File: src/hdl/gsfp_pkg.sv
// Shared types and constants for the gas sensor frame parser.
// Depends on nothing; every other file in hdl/ imports it.
package gsfp_pkg;

  // Frame layout
  localparam int unsigned FRAME_LAST  = 8;   // checksum byte position
  localparam int unsigned POS_W       = 4;

  // Result status codes
  localparam logic [1:0] ST_OK       = 2'd0;
  localparam logic [1:0] ST_FORMAT   = 2'd1;
  localparam logic [1:0] ST_CHECKSUM = 2'd2;

  // Sensor type register codes
  localparam logic [1:0] SENSOR_T0 = 2'd0;  // 14-bit value plus fault bit
  localparam logic [1:0] SENSOR_T1 = 2'd1;  // 16-bit value divided by ten

  // Configuration register indexes
  localparam int unsigned CFG_IDX_W = 1;
  localparam logic [CFG_IDX_W-1:0] CFG_SENSOR_TYPE = 1'd0;
  localparam logic [CFG_IDX_W-1:0] CFG_START_BYTE  = 1'd1;

  localparam logic [7:0] START_BYTE_RST = 8'hFF;

  // Divide by ten: q = (x * DIV10_MUL) >> DIV10_SHIFT, exact for 16-bit x
  localparam logic [16:0] DIV10_MUL   = 17'd52429;
  localparam int unsigned DIV10_SHIFT = 19;

  typedef struct packed {
    logic [7:0] rx_byte;
    logic       start_of_frame;
  } in_item_t;

  typedef struct packed {
    logic [1:0]  status;
    logic [7:0]  gas_id;
    logic [13:0] concentration;
    logic [15:0] range_span;
    logic        fault;
  } out_item_t;

  // One finished frame, handed from the byte tracker to the result stage
  typedef struct packed {
    logic        start_ok;
    logic        sum_ok;
    logic [7:0]  gas_code;
    logic [15:0] conc_raw;
    logic [15:0] range_raw;
  } frame_rec_t;

endpackage

File: src/hdl/gsfp_frame.sv
// Byte tracker: position counter, running sum and captured frame fields.
// Depends on gsfp_pkg; emits one frame record per checksum byte.
module gsfp_frame import gsfp_pkg::*; (
  input  logic       clk,
  input  logic       rst_n,
  input  logic       in_accept,
  input  in_item_t   in_item,
  input  logic [7:0] start_byte,
  input  logic       rec_take,
  output logic       rec_valid_r,
  output frame_rec_t rec_r
);

  logic [POS_W-1:0] pos_r, pos_nxt, pos_eff;
  logic [7:0]       sum_r, sum_nxt, sum_add;
  logic             match_r, match_nxt;
  logic [7:0]       gas_r, gas_nxt;
  logic [15:0]      conc_r, conc_nxt;
  logic [15:0]      range_r, range_nxt;
  logic             rec_valid_nxt;
  frame_rec_t       rec_nxt;
  logic             last_byte;

  always_comb begin
    pos_eff = in_item.start_of_frame ? '0 : pos_r;
    if (pos_eff > POS_W'(FRAME_LAST)) begin
      pos_eff = '0;
    end
    sum_add   = sum_r + in_item.rx_byte;
    last_byte = (pos_eff == POS_W'(FRAME_LAST));

    pos_nxt   = pos_r;
    sum_nxt   = sum_r;
    match_nxt = match_r;
    gas_nxt   = gas_r;
    conc_nxt  = conc_r;
    range_nxt = range_r;

    if (in_accept) begin
      if (pos_eff == '0) begin
        sum_nxt   = '0;
        match_nxt = (in_item.rx_byte == start_byte);
        pos_nxt   = POS_W'(1);
      end else if (last_byte) begin
        pos_nxt = '0;
      end else begin
        sum_nxt = sum_add;
        pos_nxt = pos_eff + POS_W'(1);
        case (pos_eff)
          POS_W'(1): gas_nxt          = in_item.rx_byte;
          POS_W'(4): conc_nxt[15:8]   = in_item.rx_byte;
          POS_W'(5): conc_nxt[7:0]    = in_item.rx_byte;
          POS_W'(6): range_nxt[15:8]  = in_item.rx_byte;
          POS_W'(7): range_nxt[7:0]   = in_item.rx_byte;
          default: ;
        endcase
      end
    end
  end

  // Capture the frame record on the checksum byte; drop it once taken
  always_comb begin
    rec_nxt           = rec_r;
    rec_valid_nxt     = rec_valid_r && !rec_take;
    if (in_accept && last_byte) begin
      rec_valid_nxt     = 1'b1;
      rec_nxt.start_ok  = match_r;
      rec_nxt.sum_ok    = (sum_add == 8'd0);
      rec_nxt.gas_code  = gas_r;
      rec_nxt.conc_raw  = conc_r;
      rec_nxt.range_raw = range_r;
    end
  end

  always_ff @(posedge clk) begin
    if (!rst_n) begin
      pos_r       <= '0;
      sum_r       <= '0;
      match_r     <= 1'b0;
      rec_valid_r <= 1'b0;
    end else begin
      pos_r       <= pos_nxt;
      sum_r       <= sum_nxt;
      match_r     <= match_nxt;
      rec_valid_r <= rec_valid_nxt;
    end
  end

  always_ff @(posedge clk) begin
    gas_r   <= gas_nxt;
    conc_r  <= conc_nxt;
    range_r <= range_nxt;
    rec_r   <= rec_nxt;
  end

endmodule

File: src/hdl/gsfp_result.sv
// Result stage: judges a frame record and formats the result register.
// Depends on gsfp_pkg; holds the divide-by-ten reciprocal multiply.
module gsfp_result import gsfp_pkg::*; (
  input  logic       clk,
  input  logic       rst_n,
  input  logic       rec_valid,
  input  frame_rec_t rec,
  input  logic [1:0] sensor_type,
  output logic       slot_free,
  output logic       rec_take,
  output logic       out_valid_r,
  input  logic       out_ready,
  output out_item_t  out_data_r
);

  logic [32:0] prod;
  out_item_t   res;
  logic        out_valid_nxt;

  assign prod      = rec.conc_raw * DIV10_MUL;
  assign slot_free = !out_valid_r || out_ready;
  assign rec_take  = rec_valid && slot_free;

  always_comb begin
    res = '0;
    if (!rec.start_ok) begin
      res.status = ST_FORMAT;
    end else if (!rec.sum_ok) begin
      res.status = ST_CHECKSUM;
    end else begin
      case (sensor_type)
        SENSOR_T0: begin
          res.status        = ST_OK;
          res.gas_id        = rec.gas_code;
          res.concentration = rec.conc_raw[13:0];
          res.range_span    = rec.range_raw;
          res.fault         = rec.conc_raw[15];
        end
        SENSOR_T1: begin
          res.status        = ST_OK;
          res.gas_id        = rec.gas_code;
          res.concentration = prod[DIV10_SHIFT +: 14];
          res.range_span    = rec.range_raw;
        end
        default: res.status = ST_FORMAT;
      endcase
    end
  end

  assign out_valid_nxt = rec_take ? 1'b1 : (out_valid_r && !out_ready);

  always_ff @(posedge clk) begin
    if (!rst_n) begin
      out_valid_r <= 1'b0;
    end else begin
      out_valid_r <= out_valid_nxt;
    end
  end

  always_ff @(posedge clk) begin
    if (rec_take) begin
      out_data_r <= res;
    end
  end

endmodule

File: src/hdl/gas_sensor_frame_parser.sv
// Top level of the gas sensor frame parser: config registers and the two stages.
// Depends on gsfp_pkg, gsfp_frame and gsfp_result.
//
//   channel | direction | handshake            | payload
//   --------+-----------+----------------------+------------------------------
//   in      | request   | in_valid / in_ready  | in_data  (in_item_t)
//   out     | result    | out_valid/ out_ready | out_data (out_item_t)
//   cfg     | write     | cfg_valid/ cfg_ready | cfg_index, cfg_data
//
// One byte is taken per cycle while in_ready is high; the frame record lands in the
// cycle after the checksum byte, and the result is registered once the output register is free.
// Rate is set by the one-entry frame record and the output register: a byte
// is refused only while both hold data and out_ready is low.
// Reset (rst_n low at a clock edge) clears position, sum and valid flags,
// sets sensor_type to 0 and start_byte to 0xFF. The cfg port is always ready.
module gas_sensor_frame_parser import gsfp_pkg::*; (
  input  logic                 clk,
  input  logic                 rst_n,
  input  logic                 in_valid,
  output logic                 in_ready,
  input  in_item_t             in_data,
  output logic                 out_valid,
  input  logic                 out_ready,
  output out_item_t            out_data,
  input  logic                 cfg_valid,
  output logic                 cfg_ready,
  input  logic [CFG_IDX_W-1:0] cfg_index,
  input  logic [7:0]           cfg_data
);

  logic [1:0] sensor_type_r;
  logic [7:0] start_byte_r;
  logic       in_accept;
  logic       rec_valid;
  frame_rec_t rec;
  logic       rec_take;
  logic       slot_free;

  // Configuration: the user writes it only while idle, so no hazard against the stages; the block does not enforce it
  assign cfg_ready = 1'b1;

  always_ff @(posedge clk) begin
    if (!rst_n) begin
      sensor_type_r <= SENSOR_T0;
      start_byte_r  <= START_BYTE_RST;
    end else if (cfg_valid) begin
      case (cfg_index)
        CFG_SENSOR_TYPE: sensor_type_r <= cfg_data[1:0];
        CFG_START_BYTE:  start_byte_r  <= cfg_data;
        default: ;
      endcase
    end
  end

  // Take a byte whenever the frame record is empty or is moving on this cycle
  assign in_ready  = !rec_valid || slot_free;
  assign in_accept = in_valid && in_ready;

  gsfp_frame u_frame (
    .clk         (clk),
    .rst_n       (rst_n),
    .in_accept   (in_accept),
    .in_item     (in_data),
    .start_byte  (start_byte_r),
    .rec_take    (rec_take),
    .rec_valid_r (rec_valid),
    .rec_r       (rec)
  );

  gsfp_result u_result (
    .clk         (clk),
    .rst_n       (rst_n),
    .rec_valid   (rec_valid),
    .rec         (rec),
    .sensor_type (sensor_type_r),
    .slot_free   (slot_free),
    .rec_take    (rec_take),
    .out_valid_r (out_valid),
    .out_ready   (out_ready),
    .out_data_r  (out_data)
  );

`ifndef SYNTHESIS
  // Any error status carries all-zero data fields
  a_err_zero: assert property (@(posedge clk) disable iff (!rst_n)
    out_valid && (out_data.status != ST_OK) |->
      (out_data.gas_id == 8'd0) && (out_data.concentration == 14'd0) &&
      (out_data.range_span == 16'd0) && !out_data.fault)
    else $error("error result with nonzero fields");

  // Divided value never exceeds 65535 / 10 and carries no fault
  a_div_range: assert property (@(posedge clk) disable iff (!rst_n)
    out_valid && (out_data.status == ST_OK) && (sensor_type_r == SENSOR_T1) |->
      (out_data.concentration <= 14'd6553) && !out_data.fault)
    else $error("divide-by-ten result out of range");

  // A new result only follows a pending frame record
  a_res_src: assert property (@(posedge clk) disable iff (!rst_n)
    $rose(out_valid) |-> $past(rec_valid))
    else $error("result without a frame record");

  // Bytes are refused only while both stages are occupied
  a_stall_cause: assert property (@(posedge clk) disable iff (!rst_n)
    !in_ready |-> rec_valid && out_valid && !out_ready)
    else $error("input stalled with free stage");
`endif

endmodule

File: config.mk
export PLATFORM = sky130hd
export DESIGN_NAME = gas_sensor_frame_parser
export DESIGN_NICKNAME = d
export VERILOG_FILES = /design/src/hdl/gsfp_pkg.sv /design/src/hdl/gsfp_frame.sv /design/src/hdl/gsfp_result.sv /design/src/hdl/gas_sensor_frame_parser.sv
export SDC_FILE = /design/constraint.sdc
export NUM_CORES = 1
export LEC_CHECK = 0
export BUFFER_PORTS_ARGS = -buffer_cell sky130_fd_sc_hd__buf_4
export CORE_MARGIN = 8
export CORE_UTILIZATION = 62
export DETAILED_ROUTE_END_ITERATION = 6
export PLACE_DENSITY = 0.82
export SLEW_MARGIN = 20
export SYNTH_ARGS = -nofsm -noshare
export SYNTH_HDL_FRONTEND = slang
export SYNTH_HIERARCHICAL = 1
export SYNTH_SLANG_ARGS = --single-unit
File: constraint.sdc
create_clock -name clk -period 6.5 [get_ports clk]
set_clock_uncertainty 0.1 [all_clocks]
set_input_delay 0.975 -clock clk [delete_from_list [all_inputs] [get_ports clk]]
set_output_delay 0.975 -clock clk [all_outputs]
set_load 0.02 [all_outputs]
==> results of run 1 <==
[layout make-up]
| class | instances | area [um^2] | share of cell area |
|---|---|---|---|
| Sequential cell | 148 | 4190 | 0.364 |
| Clock buffer | 18 | 429 | 0.0372 |
| Multi-Input combinational cell | 502 | 5280 | 0.458 |
| Tap cell | 220 | 275 | 0.0239 |
| Clock inverter | 14 | 136 | 0.0118 |
| Timing Repair Buffer | 72 | 541 | 0.0469 |
| Inverter | 180 | 676 | 0.0586 |
[registers in the layout (all words and copies together), names as in the netlist]
| signal | cells |
|---|---|
| u_frame/rec_r | 42 |
| u_frame/pos_r | 4 |
| u_frame/gas_r | 8 |
| u_frame/rec_valid_r | 1 |
| u_frame/match_r | 1 |
| u_result/out_data_r | 41 |
| sensor_type_r | 2 |
| u_frame/sum_r | 8 |
| u_frame/conc_r | 16 |
| u_frame/range_r | 16 |
| u_result/out_valid_r | 1 |
| start_byte_r | 8 |
[cells by family (layout without fill, tap and decap cells)]
kind of cell | count (synthesis) | after routing | share of synthesized area
adders and majority gates | 220 | 220 | 0.328
buffers and inverters | 193 | 284 | 0.0733
DFF | 148 | 148 | 0.411
and+or+nand+nor | 145 | 145 | 0.0793
AOI/OAI and AO/OA | 94 | 94 | 0.0702
xor gates and xnor gates | 31 | 31 | 0.0266
muxes | 11 | 11 | 0.0110
other | 1 | 1 | 0.000367
[critical path: cells and delay by family (launching register included)]
kind,cells,cell delay [ps]
AO/OA/AOI/OAI,7,1300
AND/OR/NAND/NOR,2,560
flip-flops,1,550
buffers and inverters,4,240
adder cells (fa/ha/maj),7,3280
[worst max path at each step]
| stage | start | to | slack, ps | cells after the start |
|---|---|---|---|---|
| 2_1_floorplan | out_ready | u_frame/rec_r[0] | 950 | 6 |
| 3_3_place_gp | u_frame/rec_r[24] | u_result/out_data_r[28] | 510 | 20 |
| 3_5_place_dp | u_frame/rec_r[24] | u_result/out_data_r[28] | 400 | 20 |
| 4_1_cts | u_frame/rec_r[24] | u_result/out_data_r[28] | 370 | 20 |
| 5_1_grt | u_frame/rec_r[24] | u_result/out_data_r[28] | 60 | 20 |
| 6_report | u_frame/rec_r[24] | u_result/out_data_r[28] | 330 | 20 |
[Yosys cell counts, types with 4 or more instances]
| library cell | instances | share of area |
|---|---|---|
| dfxtp_1 | 25 | 0.049 |
| a21o_1 | 10 | 0.0074 |
| and2_1 | 27 | 0.017 |
| o211ai_2 | 8 | 0.0098 |
| nand3b_1 | 6 | 0.0044 |
| clkbuf_1 | 8 | 0.0029 |
| xor2_1 | 12 | 0.010 |
| edfxtp_1 | 123 | 0.36 |
| nand2_1 | 30 | 0.011 |
| a22oi_1 | 6 | 0.0044 |
| fa_1 | 80 | 0.16 |
| ha_1 | 140 | 0.17 |
| nor2_1 | 17 | 0.0062 |
| a211oi_1 | 4 | 0.0029 |
| inv_1 | 180 | 0.066 |
| o21ai_0 | 17 | 0.0083 |
| nand4_1 | 5 | 0.0031 |
| nand3_1 | 15 | 0.0074 |
| nand2b_1 | 5 | 0.0031 |
| nor2b_1 | 14 | 0.0086 |
| a21oi_1 | 20 | 0.0098 |
| xnor2_1 | 19 | 0.016 |
| o21a_1 | 5 | 0.0037 |
| mux2i_1 | 9 | 0.0088 |
[per-stage QoR]
step           instance area [um^2]  setup WS [ps]  power (mW)
6_report                      11500            332        2.04
5_1_grt                       11500           58.9        2.10
2_1_floorplan                 10200            949        1.10
3_5_place_dp                  11000            398        1.13
3_3_place_gp                  11000            514        1.13
4_1_cts                       11500            372        2.05
[layer usage]
layer | up-vias | share of wire | wire length (um)
li1 | 3008 | - | -
met2 | 192 | 0.49 | 10800
met4 | 0 | 0.030 | 653
met1 | 3155 | 0.43 | 9380
met5 | - | 0 | 0
met3 | 47 | 0.052 | 1140
[power by group through the flow]
| stage | combinational [mW] | sequential [mW] | clock (mW) |
|---|---|---|---|
| final | 0.0816 | 1.03 | 0.925 |
| after global routing | 0.0883 | 1.03 | 0.977 |
| after CTS | 0.0812 | 1.03 | 0.942 |
| after detailed placement | 0.0807 | 1.05 | 0 |
| after global placement | 0.0790 | 1.05 | 0 |
| after floorplan | 0.0524 | 1.05 | 0 |
==> results.md, run 1 <==
* Met1 Use GR at 0.289
* Die height at 144 um
* CP Data Arrival Time at 6360 ps
* Power share of the combinational group at 0.040
* Die area at 20800 um^2
* Status: completed
* Max-slew headroom at 0.464
* Reg clk slew, reported paths at 60 ps
* Mean Syn Cell Area at 12.1 um^2
* Initial detailed-routing violation count at 457
* Max-cap viol count at 0
* Capturing element type of the critical path: flip-flop
* N_diodes at 0
* Gp weighted congestion at 0.906
* WL/cell at 19.1 um
* PortBufs at 65
* Row cnt at 47
* Die X at 144 um
* Most frequent cells in the layout: inv_1 (180), ha_1 (140), edfxtp_1 (123), fa_1 (80), buf_4 (72)
* Most common cell after layout, fill and taps aside: inv_1
* Sequential fraction of the synthesis area at 0.411
* Clock latency on the worst-skew pair at 420 ps
* CTS Buf Count at 17
* Slew Limit Fails at 0
* Peak supply drop at 203 uV
* CTS tree: built
* H-Tree Depth at 4
* Post-synth EDFFs at 123
* Post-route ant nets at 0
* GR peak layer: met2
* Min-Delay Path Depth at 0
* Final net count at 1164
* R2R setup slack at 330 ps
* Sw Share at 0.231
* Synth Register Bits at 148
* I/O pin count at 67
* Root buf cell: clkbuf_16
* Routed WL at 22000 um
* Clock power frac at 0.454
* Netlist Area Pre-Place at 10200 um^2
* Worst Path Max Fanout at 6
* Post-route DRC at 0
* Vias in the first global route at 6717
* Min-delay worst type: flip-flop to flip-flop
* Post-DP HPWL at 17000 um
* Non-filler instance count after layout at 1154
* Critical Path Max Stage Delay at 550 ps
* Worst reg2reg endpoint: u_result/out_data_r[28]
* Endpoints failing setup at 0
* Fmax at 162 MHz
* Least-Margin Pin Slew at 800 ps
* Dpl cells at 1122
* Core Region at 16300 um^2
* Net Count, Synth at 1086
* Pwr per Cell Area at 177 nW/um^2
* Starting density of the core at 0.625
* Post-synth ARST share at 0
* Final core utilization at 0.705
* Worst Hold End: u_frame/rec_r[18]
* Max clock buf depth at 2
* Post-synthesis instance total at 843
* Sequential share of power at 0.506
* Clock Sinks at 148
* Ys Warns at 6
* Power Internal at 1.57 mW
* Setup CP Type: flip-flop to flip-flop
* Fin crit share at 0.949
* Net load switching power at 0.472 mW
* First drt pass iteration count at 7
* Static leakage at 5.29 nW
* Crit-path slowest cell: edfxtp_1
* Hold_sp: u_frame/conc_r[2]
* Initial antenna violation count at 0
* Critical Path Most Common Cell: fa_1
* Largest net degree at the start of global routing at 43
* Setup TNS at 0 ps
* Post-CTS setup buffer count at 0
* Filler cells at 1148
* GR Layer Usage met3 at 0.0423
* Vias per cell at 5.55
* FF-to-FF Start: u_frame/rec_r[24]
* Area growth from synthesis to layout at 12.9%
* Reg2Reg Depth at 20
* Unrepaired setup endpoints after global routing: no
* Synth unique cells at 62
* Via count at 6402
* Layout cells sized above 1 at 0.140
* Final hold violations at 0
* CP startpoint kind: flip-flop
* Period minus WS final at 6170 ps
* GRT met2 Usage at 0.365
* Critical Path, Cell by Cell: ha_1 -> inv_1 -> fa_1 -> inv_1 -> fa_1 -> fa_1 -> fa_1 -> inv_1 -> fa_1 -> inv_1 -> ha_1 -> a21oi_1 -> o21a_1 -> o21ai_0 -> a31oi_1 -> a21oi_2 -> o221ai_4 -> o21ai_2 -> or4_1 -> nand3_1
* Post-CTS Hold Buffers at 0
* GRT Overall Usage at 0.225
* First-pass GRT wire length at 34800 um
* Data required, critical path at 6690 ps
* GRT Residual Overflow at 0
* Post-CTS resize count at 0
* Predominant post-synthesis flop cell: edfxtp_1
* WHS at 314 ps
(Power assumes the default switching activity.)
==> run 2: changes to the inputs <==
CORE_UTILIZATION = 55   (was 62)
GPL_TIMING_DRIVEN = 0   (was not set)
PLACE_DENSITY = 0.74   (was 0.82)
==> run 2 against run 1 <==
  * Core utilization fell by 7.0 points
  * Register-to-register slack worse by 130 ps
  * Combinational power up 2%
  * Via count fell by 0.75%
  * Routed wire length fell by 2.2%
  * Final area rose by 1.6%
  * First-iteration DRC count is 33% lower
  * Sequential cell count stayed put
  * Setup slack worse by 130 ps
  * Die area grew 11%
  * Power up 5.5%
  * Hold slack improved by 2.5 ps
  * Largest power group unchanged
==> results.md, run 2 (synthesized netlist as in run 1, its figures left out) <==
* Status: completed
* Register area at 4190 um^2
* CTS tree: built
* First-pass GRT wire length at 34600 um
* Net load switching power at 0.473 mW
* Die X at 152 um
* Die area at 23200 um^2
* Sequential share of power at 0.480
* WL/cell at 18.2 um
* Final hold violations at 0
* Area growth from synthesis to layout at 14.7%
* Final net count at 1179
* Worst Setup SP: u_frame/rec_r[20]
* Power share of the combinational group at 0.039
* Data required, critical path at 6680 ps
* Largest net degree at the start of global routing at 28
* Layout cells sized above 1 at 0.148
* Fin crit share at 0.969
* CP startpoint kind: flip-flop
* Capturing element type of the critical path: flip-flop
* Routed WL at 21500 um
* Starting density of the core at 0.553
* Worst Path Max Fanout at 7
* Vias per cell at 5.38
* Slew Limit Fails at 0
* Pwr per Cell Area at 184 nW/um^2
* Period minus WS final at 6300 ps
* Post-DP HPWL at 16400 um
* Peak supply drop at 197 uV
* GRT Residual Overflow at 0
* Fmax at 159 MHz
* Clock power frac at 0.481
* Filler cells at 1406
* Post-route ant nets at 0
* Largest register FFs at 42
* Max-cap viol count at 0
* Sw Share at 0.220
* Area of the multi-input gates at 5290 um^2
* Via count at 6354
* Static leakage at 5.37 nW
* I/O pin count at 67
* CP endpoint: u_result/out_data_r[28]
* Reg clk slew, reported paths at 60 ps
* Setup CP Type: flip-flop to flip-flop
* Final core utilization at 0.635
* Reg2Reg Depth at 20
* FF-to-FF Start: u_frame/rec_r[20]
* Post-route DRC at 0
* Max clock buf depth at 2
* Gp weighted congestion at 0.942
* Row cnt at 50
* Clock latency on the worst-skew pair at 420 ps
* H-Tree Depth at 4
* Initial antenna violation count at 1
* Vias in the first global route at 6728
* Initial detailed-routing violation count at 305
* CTS Buf Count at 17
* Most common cell after layout, fill and taps aside: inv_1
* Least-Margin Pin Slew at 865 ps
* Core Region at 18500 um^2
* Min-delay worst type: flip-flop to flip-flop
* Root buf cell: clkbuf_16
* Total chip power at 2.15 mW
* Top Registers: u_frame/rec_r: 42 flops, u_result/out_data_r: 41 flops
* Endpoints failing setup at 0
* N_diodes at 0
* R2R setup slack at 200 ps
* First drt pass iteration count at 5
* Most frequent cells in the layout: inv_1 (180), ha_1 (140), edfxtp_1 (123), fa_1 (80), buf_4 (73)
* Power Internal at 1.68 mW
* PortBufs at 63
* Worst reg2reg endpoint: u_result/out_data_r[28]
* Largest register by flop count: u_frame/rec_r
* CP Data Arrival Time at 6470 ps
* Die height at 152 um
* Clock Sinks at 148
* GRT Overall Usage at 0.192
* Max-slew headroom at 0.421
## run 2: cell count changes in the layout (fill, tap and decap cells not counted), moves of 2 or more
cell / change
buf_6: +2
inv_6: -2
buf_2: +3
bufinv_16: +3
nor4_1: -2
nor4_2: +2
clkbuf_1: +7
## run 2: worst min path at each step
stage,cells past startpoint,startpoint,end
floorplan,0,u_frame/range_r[0],u_frame/rec_r[0]
global placement,0,u_frame/conc_r[5],u_frame/rec_r[21]
detailed placement,0,u_frame/conc_r[4],u_frame/rec_r[20]
CTS,0,u_frame/conc_r[4],u_frame/rec_r[20]
global route,0,u_frame/conc_r[4],u_frame/rec_r[20]
finish,0,u_frame/conc_r[11],u_frame/rec_r[27]
## run 2: timing repair
action,4_1_cts,5_1_grt
hold endpoints to repair,0,0
hold buffers,0,0
endpoints found under the setup margin,0,1
gates resized for setup,0,1
setup buffers,0,3
## run 2: worst max-delay path: stages (launching register included)
cell and delay, ps:
edfxtp_1 570, ha_1 380, inv_1 60, fa_1 500, inv_1 60, fa_1 470, fa_1 550, fa_1 560
inv_1 60, fa_1 530, inv_1 50, ha_1 330, a21oi_1 150, o21a_1 150, o21ai_0 140, a31oi_2 370
a21oi_2 140, o221ai_4 250, o21ai_2 130, or4_1 470, nand3_1 100
## run 2: cell type report
| cell class | count | area share |
|---|---|---|
| Clock inverter | 14 | 0.0169 |
| Buffer | 13 | 0.00620 |
| Sequential cell | 148 | 0.358 |
| Clock buffer | 17 | 0.0363 |
| Timing Repair Buffer | 74 | 0.0481 |
| Inverter | 180 | 0.0577 |
| Multi-Input combinational cell | 502 | 0.452 |
| Tap cell | 234 | 0.0250 |
## run 2: stage by stage
step | worst slack, ps | cells | hold WS, ps | area (um^2) | TNS (ps)
after CTS | 145 | 1179 | 319 | 11700 | 0
after global routing | -31.0 | 1182 | 319 | 11700 | -31.0
final | 204 | 1182 | 316 | 11700 | 0
after floorplan | 949 | 843 | 300 | 10200 | 0
after detailed placement | 198 | 1148 | 305 | 11100 | 0
after global placement | -484 | 1140 | 301 | 11000 | -20680
## run 2: power groups by stage
stage | clock [mW] | sequential [mW] | combinational [mW]
4_1_cts | 1.05 | 1.03 | 0.0830
3_5_place_dp | 0 | 1.05 | 0.0827
3_3_place_gp | 0 | 1.05 | 0.0802
5_1_grt | 1.08 | 1.03 | 0.0918
6_report | 1.03 | 1.03 | 0.0836
2_1_floorplan | 0 | 1.05 | 0.0524
## run 2: per-layer routing
metal | track usage | up-vias | wire [um]
met2 | 0.322 | 189 | 10500
met5 | 0 | - | 13
li1 | - | 3032 | -
met3 | 0.0513 | 37 | 1300
met4 | 0.0652 | 2 | 484
met1 | 0.237 | 3094 | 9260
